--- src/design/hbt_pkg.sv ---
`default_nettype none
package hbt_pkg;

   typedef enum logic [1:0] {
      KIND_STAMP = 2'd0,
      KIND_TICK  = 2'd1,
      KIND_TAKE  = 2'd2,
      KIND_READ  = 2'd3
   } kind_type;

   localparam logic [1:0] STATUS_OK      = 2'd0;
   localparam logic [1:0] STATUS_BAD     = 2'd1;
   localparam logic [1:0] STATUS_NONE    = 2'd2;
   localparam int         MAX_READ_BYTES = 8;

   typedef enum logic [1:0] {
      ST_IDLE,
      ST_START,
      ST_SCAN,
      ST_EMIT
   } state_type;

   // broadcast to every cell
   typedef struct packed {
      kind_type    kind;
      logic        stamp;
      logic        tick;
      logic [7:0]  addr;
      logic [7:0]  dev_type;
      logic        has_data;
      logic [7:0]  data;
      logic [2:0]  index;
   } cmd_type;

   // word handed from cell to cell during a scan
   typedef struct packed {
      logic        valid;
      logic [5:0]  count;
      logic        found;
      logic [7:0]  addr;
      logic [7:0]  dev_type;
      logic [15:0] elapsed;
      logic        mark;
      logic [MAX_READ_BYTES-1:0][7:0] bytes;
   } link_type;

endpackage
`default_nettype wire

--- src/design/hbt_cell.sv ---
`default_nettype none
module hbt_cell #(
   parameter int IDX        = 0,
   parameter int DATA_BYTES = 8,
   parameter int TIMER_BITS = 16
) (
   input  wire logic              clock,
   input  wire logic              reset,
   input  wire hbt_pkg::cmd_type  cmd,
   input  wire logic [15:0]       limit,
   input  wire hbt_pkg::link_type link_in,
   output hbt_pkg::link_type      link_out
);
   import hbt_pkg::*;

   localparam int READ_BYTES = (DATA_BYTES < MAX_READ_BYTES) ? DATA_BYTES : MAX_READ_BYTES;

   logic [7:0]            addr_ff, addr_in;
   logic [7:0]            type_ff, type_in;
   logic [TIMER_BITS-1:0] cnt_ff, cnt_in;
   logic                  mark_ff, mark_in;
   logic [DATA_BYTES-1:0][7:0] bytes_ff, bytes_in;
   link_type              link_ff, link_in_n;

   logic        hit, failed, claim;
   logic [31:0] cnt_wide;
   logic [15:0] elapsed;

   assign hit      = cmd.addr == 8'(IDX + 1);
   assign cnt_wide = 32'(cnt_ff);
   assign failed   = cnt_wide > 32'(limit);
   assign elapsed  = (cnt_wide > 32'hFFFF) ? 16'hFFFF : cnt_wide[15:0];

   always_comb begin
      claim = 1'b0;
      if (link_in.valid && !link_in.found) begin
         if (cmd.kind == KIND_TAKE)
            claim = failed && !mark_ff;
         else if (cmd.kind == KIND_READ)
            claim = hit;
      end
   end

   always_comb begin
      addr_in  = addr_ff;
      type_in  = type_ff;
      cnt_in   = cnt_ff;
      mark_in  = mark_ff;
      bytes_in = bytes_ff;
      if (cmd.stamp && hit) begin
         addr_in = cmd.addr;
         type_in = cmd.dev_type;
         cnt_in  = '0;
         mark_in = 1'b0;
         if (cmd.has_data && (32'(cmd.index) < DATA_BYTES))
            bytes_in[cmd.index] = cmd.data;
      end else if (cmd.tick && (cnt_ff != '1)) begin
         cnt_in = cnt_ff + 1'b1;
      end else if (claim && (cmd.kind == KIND_TAKE)) begin
         mark_in = 1'b1;
      end
   end

   always_comb begin
      link_in_n       = link_in;
      link_in_n.count = (link_in.count == 6'd63) ? link_in.count
                                                 : link_in.count + 6'(failed);
      if (claim) begin
         link_in_n.found    = 1'b1;
         link_in_n.addr     = addr_ff;
         link_in_n.dev_type = type_ff;
         link_in_n.elapsed  = elapsed;
         // a taken entry is reported with its new mark
         link_in_n.mark     = mark_ff || (cmd.kind == KIND_TAKE);
         link_in_n.bytes    = '0;
         for (int k = 0; k < READ_BYTES; k++)
            link_in_n.bytes[k] = bytes_ff[k];
      end
   end

   always_ff @(posedge clock) begin
      if (reset) begin
         addr_ff  <= '0;
         type_ff  <= '0;
         cnt_ff   <= '0;
         mark_ff  <= 1'b0;
         bytes_ff <= '0;
         link_ff  <= '0;
      end else begin
         addr_ff  <= addr_in;
         type_ff  <= type_in;
         cnt_ff   <= cnt_in;
         mark_ff  <= mark_in;
         bytes_ff <= bytes_in;
         link_ff  <= link_in_n;
      end
   end

   assign link_out = link_ff;

endmodule
`default_nettype wire

--- config.mk ---
export PLATFORM = sky130hd
export DESIGN_NAME = hbt_cell
export DESIGN_NICKNAME = d
export VERILOG_FILES = /design/src/design/hbt_pkg.sv /design/src/design/hbt_cell.sv
export SDC_FILE = /design/constraint.sdc
export NUM_CORES = 1
export LEC_CHECK = 0
export ABC_CLOCK_PERIOD_IN_PS = 4190
export BUFFER_PORTS_ARGS = -buffer_cell sky130_fd_sc_hd__buf_2
export CORE_ASPECT_RATIO = 0.6
export CORE_MARGIN = 2
export CORE_UTILIZATION = 56
export CTS_CLUSTER_DIAMETER = 60
export CTS_CLUSTER_SIZE = 20
export DETAILED_ROUTE_END_ITERATION = 10
export GPL_ROUTABILITY_DRIVEN = 0
export PLACE_DENSITY = 0.9
export RECOVER_POWER = 100
export SYNTH_ARGS = -nofsm -noshare
export SYNTH_HDL_FRONTEND = slang
export SYNTH_SLANG_ARGS = --single-unit
export TNS_END_PERCENT = 20
--- constraint.sdc ---
create_clock -name clock -period 4.19 [get_ports clock]
set_input_delay 0.6285 -clock clock [delete_from_list [all_inputs] [get_ports clock]]
set_output_delay 0.6285 -clock clock [all_outputs]
set_load 0.01 [all_outputs]
==> results.txt, run 1 <==
----------------------------------------------------
[Setup path]
  Worst reg2reg path depth ... 8
  Maximum fanout encountered on the critical timing path ... 42
  Critical path capture point type ... flop
  Critical Setup Path Class ... flop to flop
  Worst setup path startpoint ... cnt_ff[3]
  Launching point of the worst reg2reg path ... cnt_ff[3]
  Worst setup path endpoint ... link_out[1]
  Highest-delay cell along the critical path ... sky130_fd_sc_hd__clkbuf_2
  Signal arrival time at the worst endpoint ... 3.68 ns
  Logic depth of the worst path, buffers included ... 8
  Slowest stage delay, CP ... 1.05 ns
  Buf+Inv Stages, Crit Path ... 1
  R2r setup slk ... a little under 0.9 ns
  Crit Reg-Reg Endpoint ... link_out[1]
  CP Data Required Time ... 4.55 ns
  Setup crit start kind ... flop
  List of cells traversed by the critical path ... ha_1, and2_1, o21ai_0, a21boi_0, o31a_2, a21oi_4, clkbuf_2, mux2i_1
  Cell family contributing the most delay on the critical path ... buffers and inverters

[Detailed routing]
  Residual antenna-violating net count after detailed routing ... 0
  Post-detailed-route wirelength per cell ... 16.2 µm
  Via Count ... 6,655
  Number of DRC violations after detailed routing ... 0
  Drt first-iter violations ... 416
  Final wirelength ... 21.0 mm
  Number of optimization iterations in the first detailed-route pass ... 5
  Routed via count divided by cell count ... 5.12

[Yosys]
  Yosys warnings ... 0
  Summed instance area of the synthesized netlist ... 8720 µm²
  Synth top area cells ... sky130_fd_sc_hd__dfxtp_1, sky130_fd_sc_hd__mux2i_1, sky130_fd_sc_hd__nand2b_1
  Number of storage elements in the synthesis netlist ... 202
  Number of distinct library cells after synthesis ... 41
  Synthesized instance count ... 871
  Mean area per synthesized cell ... 10.0 µm²
  Share of the yosys chip area belonging to registers ... a little under half
  Number of nets produced by synthesis ... 1,045
  Largest area contributor in the synthesized netlist ... sky130_fd_sc_hd__dfxtp_1
  Post-synthesis async set-or-reset flop share ... 0%
  Most frequent cells after synthesis ... sky130_fd_sc_hd__dfxtp_1, sky130_fd_sc_hd__nand2b_1, sky130_fd_sc_hd__mux2i_1, sky130_fd_sc_hd__nor2_1, sky130_fd_sc_hd__clkbuf_1
  Main flop type after synthesis ... sky130_fd_sc_hd__dfxtp_1
  Area share of the leading cell type in the synthesized netlist ... between 40% and 50%
  Number of synthesized flops with an enable pin ... 0
  Leading cell type by number of instances after synthesis ... sky130_fd_sc_hd__dfxtp_1

[Die]
  Initial Util ... 57.0%
  I/O pin count ... 260
  Core Region ... 15,300 µm²
  Height of the die ... about 100 µm
  Total Die Area ... 16,600 µm²
  Placement Rows ... 35
  Die Span X ... 165 µm

[Clocking]
  Clk slew on worst S/H paths ... 0.08 ns
  Number of gates resized after CTS ... 0
  Level count of the clock H-tree ... 1
  Post-CTS Hold Fix Bufs ... 0
  Post-CTS setup buffers ... 0
  Number of buffers between clock root and the deepest sink ... 3
  CTS buffer count ... 14
  Worst-Skew Late Latency ... 0.46 ns
  Root Buffer Master ... sky130_fd_sc_hd__clkbuf_16
  CTS tree ... done
  CTS sink cnt ... ~200

[Global routing]
  Total routing usage reported by global routing ... between 20% and 30%
  Via count of the first global-routing pass ... ~6.2k
  Pin count of the biggest net entering global routing ... 124
  Total congestion overflow ... 0
  Wire length of the first global-routing pass ... 32.0 mm
  Antenna violations before repair ... 2

[STA]
  Final worst slack ... 0.865 ns
  Least-Margin Pin Slew ... 2.14 ns
  Slew Limit Headroom ... -44.3%
  Final number of hold-violating endpoints ... 0
  RSZ-0062 raised after global routing ... no
  Maximum operating frequency ... approximately 0.3 GHz
  Final Cycle Share ... 79.4%
  Fin. max-slew vios ... 161
  Final Skew ... approximately 0.022 ns
  Summed negative setup slack over all endpoints ... 0 ns
  Worst Hold Margin ... 0.400 ns
  Fin crit period ... 3.33 ns
  Setup-violating endpoint count in the final report ... 0

[Place]
  Input/output buffers ... 259
  Placement Cell Area ... 10,100 µm²
  Placement Setup Slack ... 1.33 ns
  DPL Wire Length ... between 15 and 20 mm

[Flow run]
  Max-cap check violation count ... 6

[Cells and area]
  Fraction of final layout cells with drive strength greater than 1 ... between 10% and 20%
  NumNets Final ... approximately 1.3k
  Synthesis-to-finish area growth ... 17.7%
  Final standard cell area without fillers ... just over 10,000 µm²
  Filler Cells Inserted ... 1,282

[Power]
  Pwr/cell area ... ~350 nW/µm²
  Lkg Pwr ... 0.00469 µW
  Pwr Total ... 3630 µW
  Worst vdd ir ... 246 µV

[Run status]
  Violations in the final reports ... max-capacitance violations, max-slew violations
  Outcome ... finished with violations

[Min path]
  Classification of the worst-slack hold path ... primary input to flop

----------------------------------------------------
through the flow:
stage	cells	utilization, %
CTS	1299	68.6
detailed placement	1282	66.0
finish	1300	67.2
floorplan	871	-
global route	1299	67.1
global placement	1282	66.0
power by group:
part / internal (µW) / total, µW / switching, µW / leakage, µW
Sequential: 1980 / 2000 / 20.6 / 0.00166
Combinational: 157 / 343 / 187 / 0.00284
Clock: 649 / 1290 / 637 / 0.000196
Total: 2780 / 3630 / 844 / 0.00469
area by class of cell:
cell class,instances,area (µm²),area share (%)
inverters,21,78.8,0.768
flip-flops and latches,202,4040,39.4
repair buffers,264,1200,11.7
clock buffers,15,375,3.66
multi-input cells,592,4280,41.7
clock inverters,2,21.3,0.207
diodes,1,2.50,0.0244
well taps,203,254,2.47
layer usage:
layer / up-vias / track usage [%] / routed length [µm]
li1: 3304 / - / -
met1: 3082 / 35.4 / 10000
met2: 229 / 38.3 / 8990
met3: 38 / 5.31 / 1610
met4: 2 / 4.88 / 385
met5: - / 0 / 13
cell families (layout without fill, tap and decap cells):
family	after synthesis	in the layout	synth area share (%)
other	0	1	0
AND/OR/NAND/NOR	359	359	23.9
XOR/XNOR	17	17	1.71
buffers and inverters	77	302	3.86
flip-flops	202	202	46.4
multiplexers	170	170	19.5
adder cells (fa/ha/maj)	19	19	2.73
AO/OA/AOI/OAI	27	27	1.88
worst register-to-register path, delay by kind of cell, from the launching register on:
kind            cells  cell delay, ns
fa+ha+maj           1            0.32
flops               1            0.55
mux                 1            0.38
buf+inv             1            1.05
simple gates        1            0.18
compound gates      4            0.75
sequential cells by signal, indices dropped and copies added, names as in the netlist:
register,count
addr_ff,8
bytes_ff,64
cnt_ff,16
link_out,105
mark_ff,1
type_ff,8
worst min path at each step:
| stage | startpoint | endpoint | slack (ns) | cells past startpoint |
|---|---|---|---|---|
| after floorplan | addr_ff[0] | addr_ff[0] | 0.43 | 2 |
| after global placement | addr_ff[0] | addr_ff[0] | 0.43 | 2 |
| after detailed placement | addr_ff[0] | addr_ff[0] | 0.45 | 2 |
| after CTS | cmd[16] | type_ff[4] | 0.38 | 3 |
| after global routing | cmd[15] | type_ff[3] | 0.40 | 3 |
| final | cmd[18] | type_ff[6] | 0.40 | 3 |
cells in the final DEF (no fill, tap or decap), drive strengths merged, types with 2 or more instances in the layout:
cell,synthesis,routed
a211oi,2,2
mux2i,170,170
xor2,10,10
nor3,10,10
dfxtp,202,202
ha,19,19
nand3,14,14
a21boi,2,2
nand2,9,9
and2,11,11
nand4,11,11
clkbuf,43,126
and3,4,4
inv,21,22
and4,3,3
nor4,2,2
or4,2,2
nor2,91,91
nand2b,194,194
xnor2,7,7
buf,13,153
a21oi,15,15
nor2b,3,3
Power figures use the tool's default switching activity.
==> run 2: changes to the inputs <==
ABC_AREA = 1   (was unset)
ABC_CLOCK_PERIOD_IN_PS = 3100   (was 4190)
CORE_UTILIZATION = 52   (was 56)
PLACE_DENSITY = 0.85   (was 0.9)
clock period = 3.1 ns   (was 4.19 ns; I/O delays follow)
==> results.txt, run 2 <==
----------------------------------------------------
[Yosys]
  Number of nets produced by synthesis ... 1,324
  Synthesized instance count ... about 1.2k
  Number of distinct library cells after synthesis ... 34
  Main flop type after synthesis ... sky130_fd_sc_hd__dfxtp_1
  Post-synthesis async set-or-reset flop share ... 0%
  Yosys warnings ... 0
  Leading cell type by number of instances after synthesis ... sky130_fd_sc_hd__dfxtp_1
  Most frequent cells after synthesis ... sky130_fd_sc_hd__dfxtp_1, sky130_fd_sc_hd__a21oi_1, sky130_fd_sc_hd__nand2_1, sky130_fd_sc_hd__inv_1, sky130_fd_sc_hd__nor2_1
  Synth top area cells ... sky130_fd_sc_hd__dfxtp_1, sky130_fd_sc_hd__a21oi_1, sky130_fd_sc_hd__nand3_1
  Share of the yosys chip area belonging to registers ... between 40 and 50%
  Largest area contributor in the synthesized netlist ... sky130_fd_sc_hd__dfxtp_1
  Summed instance area of the synthesized netlist ... 8660 µm²
  Mean area per synthesized cell ... approximately 7.5 µm²
  Area share of the leading cell type in the synthesized netlist ... roughly 47%
  Number of synthesized flops with an enable pin ... 0
  Number of storage elements in the synthesis netlist ... 202

[Clocking]
  Post-CTS setup buffers ... 0
  CTS buffer count ... 14
  CTS sink cnt ... approximately 200
  Clk slew on worst S/H paths ... 0.09 ns
  Number of gates resized after CTS ... 0
  Post-CTS Hold Fix Bufs ... 0
  Level count of the clock H-tree ... 1
  Root Buffer Master ... sky130_fd_sc_hd__clkbuf_16
  Worst-Skew Late Latency ... 0.46 ns
  Number of buffers between clock root and the deepest sink ... 3
  CTS tree ... done

[Setup path]
  Highest-delay cell along the critical path ... sky130_fd_sc_hd__dfxtp_1
  CP Data Required Time ... 3.45 ns
  List of cells traversed by the critical path ... ha_1, a21oi_1, o21ai_0, a21oi_1, nand2_1, nand3_1, nand2_4, buf_12, a21oi_1, nor2_1
  Setup crit start kind ... flop
  Slowest stage delay, CP ... 0.44 ns
  Library cell appearing most often on the critical path ... sky130_fd_sc_hd__a21oi_1
  Buf+Inv Stages, Crit Path ... 1
  Cell family contributing the most delay on the critical path ... simple AND/OR/NAND/NOR gates
  Critical path capture point type ... flop
  Maximum fanout encountered on the critical timing path ... 67
  Critical Setup Path Class ... flop to flop
  R2r setup slk ... just under 0.4 ns
  Signal arrival time at the worst endpoint ... 3.06 ns

[STA]
  Final worst slack ... 0.396 ns
  Summed negative setup slack over all endpoints ... 0 ns
  Fin. max-slew vios ... 0
  Setup-violating endpoint count in the final report ... 0
  Final Cycle Share ... 87.2%
  Final Skew ... 0.0158 ns
  Final number of hold-violating endpoints ... 0
  Least-Margin Pin Slew ... 0.927 ns
  RSZ-0062 raised after global routing ... no
  Fin crit period ... 2.70 ns
  Slew Limit Headroom ... 38.0%
  Maximum operating frequency ... 0.370 GHz

[Detailed routing]
  Routed via count divided by cell count ... 5.06
  Drt first-iter violations ... a little over 600
  Residual antenna-violating net count after detailed routing ... 0
  Via Count ... 8,043
  Number of DRC violations after detailed routing ... 0
  Number of optimization iterations in the first detailed-route pass ... 5
  Final wirelength ... 22.0 mm
  Post-detailed-route wirelength per cell ... ~14 µm

[Cells and area]
  Fraction of final layout cells with drive strength greater than 1 ... 13.7%
  Multi-input combinational cell area ... 3520 µm²
  Largest register FFs ... 105
  Synthesis-to-finish area growth ... 16.7%
  Most common library cell in the layout ignoring fill and taps ... sky130_fd_sc_hd__dfxtp_1
  NumNets Final ... around 1.5k
  Non-Filler Instances ... 1,591
  Commonest cells after routing, fill and taps aside ... sky130_fd_sc_hd__dfxtp_1, sky130_fd_sc_hd__a21oi_1, sky130_fd_sc_hd__buf_2
  Final standard cell area without fillers ... around 10,000 µm²
  Filler Cells Inserted ... 1,534
  Total area of sequential cells ... 4040 µm²

[Die]
  Initial Util ... 53.3%
  Core Region ... 16,300 µm²
  Placement Rows ... 36
  Height of the die ... 104 µm
  Total Die Area ... 17,700 µm²
  Die Span X ... 171 µm
  I/O pin count ... 260

[Power]
  Lkg Pwr ... between 0.004 and 0.005 µW
  Pwr/cell area ... 494 nW/µm²
  Pwr Total ... 5000 µW
  Worst vdd ir ... 288 µV

[Place]
  Input/output buffers ... around 260
  DPL Wire Length ... 15.6 mm
  Cells after DPL ... 1,572
  Placement Cell Area ... 9920 µm²
  Placement Setup Slack ... 0.406 ns

[Global routing]
  Via count of the first global-routing pass ... 7,238
  Total routing usage reported by global routing ... 23.9%
  Pin count of the biggest net entering global routing ... ~110
  Wire length of the first global-routing pass ... approximately 35 mm
  Total congestion overflow ... 0
  Antenna violations before repair ... 2

[Run status]
  Outcome ... finished, final reports clean

[Min path]
  Classification of the worst-slack hold path ... primary input to flop

[Flow run]
  Max-cap check violation count ... 0

----------------------------------------------------
run 2: cell types whose count changed after synthesis, sizes merged, moves of 101 or more:
cell,before,now
inv,21,147
nand3,14,115
nand2,9,151
mux2i,170,0
a21oi,15,197
nand2b,194,0
run 2: final cells by class:
class                           instances  area share (%)
Sequential cell                       202            40.0
Multi-Input combinational cell        728            34.9
Timing Repair Buffer                  266            12.8
Inverter                              148            5.52
Clock buffer                           16            3.75
Tap cell                              228            2.82
Clock inverter                          2           0.198
Antenna cell                            1          0.0248
run 2: worst paths after layout:
path | end | cells past startpoint | startpoint
worst max-delay path | link_out[44] | 10 | cnt_ff[13]
worst min-delay path | link_out[81] | 3 | link_in[81]
worst max register to register | link_out[44] | 10 | cnt_ff[13]
worst min register to register | addr_ff[7] | 2 | addr_ff[7]
run 2: cell families (layout without fill, tap and decap cells):
logic type	after synthesis	in the layout	share of synthesized area, %
and+or+nand+nor	421	421	21.7
AOI/OAI and AO/OA	283	283	16.6
buffers and inverters	220	432	11.7
DFF	202	202	46.7
adders and majority gates	19	19	2.74
xor gates and xnor gates	5	5	0.506
other	0	1	0
run 2: worst reg2reg max path, delay by kind of cell (launching register included):
| kind | cells | cell delay [ns] |
|---|---|---|
| simple gates | 4 | 0.73 |
| flops | 1 | 0.44 |
| compound gates | 4 | 0.72 |
| fa+ha+maj | 1 | 0.29 |
| buf+inv | 1 | 0.42 |
run 2: report_power, final:
| group | leakage [µW] | total, µW | switching (µW) | internal (µW) |
|---|---|---|---|---|
| clock network | 0.000197 | 1760 | 877 | 882 |
| logic | 0.00254 | 531 | 329 | 203 |
| registers | 0.00166 | 2700 | 25.3 | 2680 |
run 2: layer usage:
layer	part of all wire [%]	vias to the layer above	GRT usage, %
li1	-	4126	-
met4	1.5	2	4.40
met3	6.9	31	5.44
met5	0.059	-	0
met1	48	3633	34.6
met2	43	251	36.7
run 2: per-stage QoR:
| step | hold WS, ns | util, % |
|---|---|---|
| 2_1_floorplan | 0.416 | - |
| 3_3_place_gp | 0.427 | 61.0 |
| 3_5_place_dp | 0.432 | 61.0 |
| 4_1_cts | 0.203 | 63.5 |
| 5_1_grt | 0.202 | 62.1 |
| 6_report | 0.217 | 62.1 |
==> run 3: changes to the inputs <==
BUFFER_PORTS_ARGS = unset   (was -buffer_cell sky130_fd_sc_hd__buf_2)
CORE_UTILIZATION = 60   (was 52)
DONT_BUFFER_PORTS = 1   (was unset)
PLACE_DENSITY = 0.8   (was 0.85)
==> results.txt, run 3 (synthesized netlist as in run 2, its figures left out) <==
----------------------------------------------------
[Cells and area]
  Synthesis-to-finish area growth ... 3.18%
  Antenna fix cells ... 0
  Final design utilization ... 64.4%
  Most common library cell in the layout ignoring fill and taps ... sky130_fd_sc_hd__dfxtp_1
  Commonest cells after routing, fill and taps aside ... sky130_fd_sc_hd__dfxtp_1, sky130_fd_sc_hd__a21oi_1, sky130_fd_sc_hd__nand2_1
  Largest register FFs ... 105
  Filler Cells Inserted ... about 1.3k
  NumNets Final ... 1,278
  Final standard cell area without fillers ... 8940 µm²
  Fraction of final layout cells with drive strength greater than 1 ... under 10%

[STA]
  Fin. max-slew vios ... 0
  Final Skew ... approximately 0.019 ns
  Summed negative setup slack over all endpoints ... 0 ns
  Least-Margin Pin Slew ... 0.892 ns
  Setup-violating endpoint count in the final report ... 0
  Maximum operating frequency ... 0.363 GHz
  Fin crit period ... 2.75 ns
  Worst Hold Margin ... just over 0.06 ns
  Final Cycle Share ... 88.7%
  RSZ-0062 raised after global routing ... no
  Final number of hold-violating endpoints ... 0
  Slew Limit Headroom ... 40.3%

[Place]
  Placement Cell Area ... 8610 µm²
  Input/output buffers ... 0
  DPL Wire Length ... 14.4 mm

[Global routing]
  Total congestion overflow ... 0
  Antenna violations before repair ... 0
  Via count of the first global-routing pass ... 6,623
  Total routing usage reported by global routing ... 26.1%
  Pin count of the biggest net entering global routing ... 87
  Wire length of the first global-routing pass ... 33.7 mm

[Detailed routing]
  Post-detailed-route wirelength per cell ... 16.0 µm
  Residual antenna-violating net count after detailed routing ... 0
  Number of DRC violations after detailed routing ... 0
  Number of optimization iterations in the first detailed-route pass ... 5
  Final wirelength ... between 20 and 25 mm
  Routed via count divided by cell count ... 5.57
  Drt first-iter violations ... 567
  Via Count ... between 7k and 8k

[Clocking]
  CTS buffer count ... 14
  Number of buffers between clock root and the deepest sink ... 3
  CTS sink cnt ... a little over 200
  Post-CTS setup buffers ... 0
  Number of gates resized after CTS ... 0
  Root Buffer Master ... sky130_fd_sc_hd__clkbuf_16
  Worst-Skew Late Latency ... 0.46 ns
  Post-CTS Hold Fix Bufs ... 0
  CTS tree ... done
  Clk slew on worst S/H paths ... 0.08 ns
  Level count of the clock H-tree ... 1

[Min path]
  End point of the worst hold path ... link_out[103]
  Min-Delay Path Depth ... 1
  Classification of the worst-slack hold path ... primary input to flop
  Hold Crit Start ... reset

[Setup path]
  Critical Setup Path Class ... flop to flop
  List of cells traversed by the critical path ... ha_1, a21oi_1, o21ai_0, a21oi_1, nand2_1, nand3_1, nand2_8, clkbuf_2, a21oi_1, nor2_1
  Launching point of the worst reg2reg path ... cnt_ff[13]
  Critical path capture point type ... flop
  Cell family contributing the most delay on the critical path ... compound AO/OA/AOI/OAI gates
  Worst reg2reg path depth ... 10
  Worst setup path startpoint ... cnt_ff[13]
  Maximum fanout encountered on the critical timing path ... 85
  Library cell appearing most often on the critical path ... sky130_fd_sc_hd__a21oi_1
  Slowest stage delay, CP ... 0.46 ns
  Crit Reg-Reg Endpoint ... link_out[3]
  Buf+Inv Stages, Crit Path ... 1
  CP Data Required Time ... 3.45 ns
  Highest-delay cell along the critical path ... sky130_fd_sc_hd__dfxtp_1
  Signal arrival time at the worst endpoint ... 3.10 ns
  R2r setup slk ... approximately 0.35 ns
  Setup crit start kind ... flop

[Flow run]
  Max-cap check violation count ... 0

[Power]
  Worst vdd ir ... 398 µV
  Pwr/cell area ... 552 nW/µm²
  Lkg Pwr ... 0.00368 µW

[Die]
  Height of the die ... 97.1 µm
  Total Die Area ... 15,400 µm²
  I/O pin count ... 260
  Core Region ... 13,900 µm²
  Initial Util ... 62.4%
  Placement Rows ... 33
  Die Span X ... 159 µm

[Run status]
  Outcome ... finished, final reports clean

----------------------------------------------------
==> run 3: cell type report <==
type	count	area (µm²)	area share, %
well taps	192	240	2.69
multi-input cells	728	3520	39.4
clock buffers	15	375	4.20
inverters	148	558	6.24
clock inverters	2	46.3	0.518
repair buffers	10	148	1.65
flip-flops and latches	202	4040	45.3
==> run 3: where the power goes <==
| group | switching, µW | internal (µW) | total [µW] | leakage [µW] |
|---|---|---|---|---|
| registers | 81.5 | 2680 | 2760 | 0.00166 |
| logic | 217 | 106 | 322 | 0.00182 |
| clock network | 884 | 961 | 1840 | 0.000206 |
| total | 1180 | 3750 | 4930 | 0.00368 |
==> run 3: how the worst max path moves through the flow <==
| stage | slack (ns) | cells past startpoint | end |
|---|---|---|---|
| after floorplan | 1.04 | 13 | link_out[102] |
| after global placement | 0.45 | 11 | link_out[41] |
| after detailed placement | 0.39 | 11 | link_out[3] |
| after CTS | 0.50 | 10 | link_out[3] |
| after global routing | 0.14 | 9 | bytes_ff[53] |
| final | 0.35 | 10 | link_out[3] |
==> run 3: per-layer routing <==
layer / vias to the layer above / track usage, % / routed length (µm)
met3: 22 / 5.59 / 1760
met1: 3303 / 38.9 / 9950
met2: 275 / 39.3 / 8680
met5: - / 0 / 0
li1: 3623 / - / -
met4: 0 / 4.76 / 302
==> run 3: per-stage QoR <==
| step | std cells | setup WS (ns) | power (µW) |
|---|---|---|---|
| 4_1_cts | 1297 | 0.497 | 4960 |
| 3_3_place_gp | 1280 | 0.455 | 3140 |
| 6_report | 1297 | 0.349 | 4930 |
| 2_1_floorplan | 1150 | 1.04 | 3080 |
| 5_1_grt | 1297 | 0.138 | 5110 |
| 3_5_place_dp | 1280 | 0.387 | 3150 |
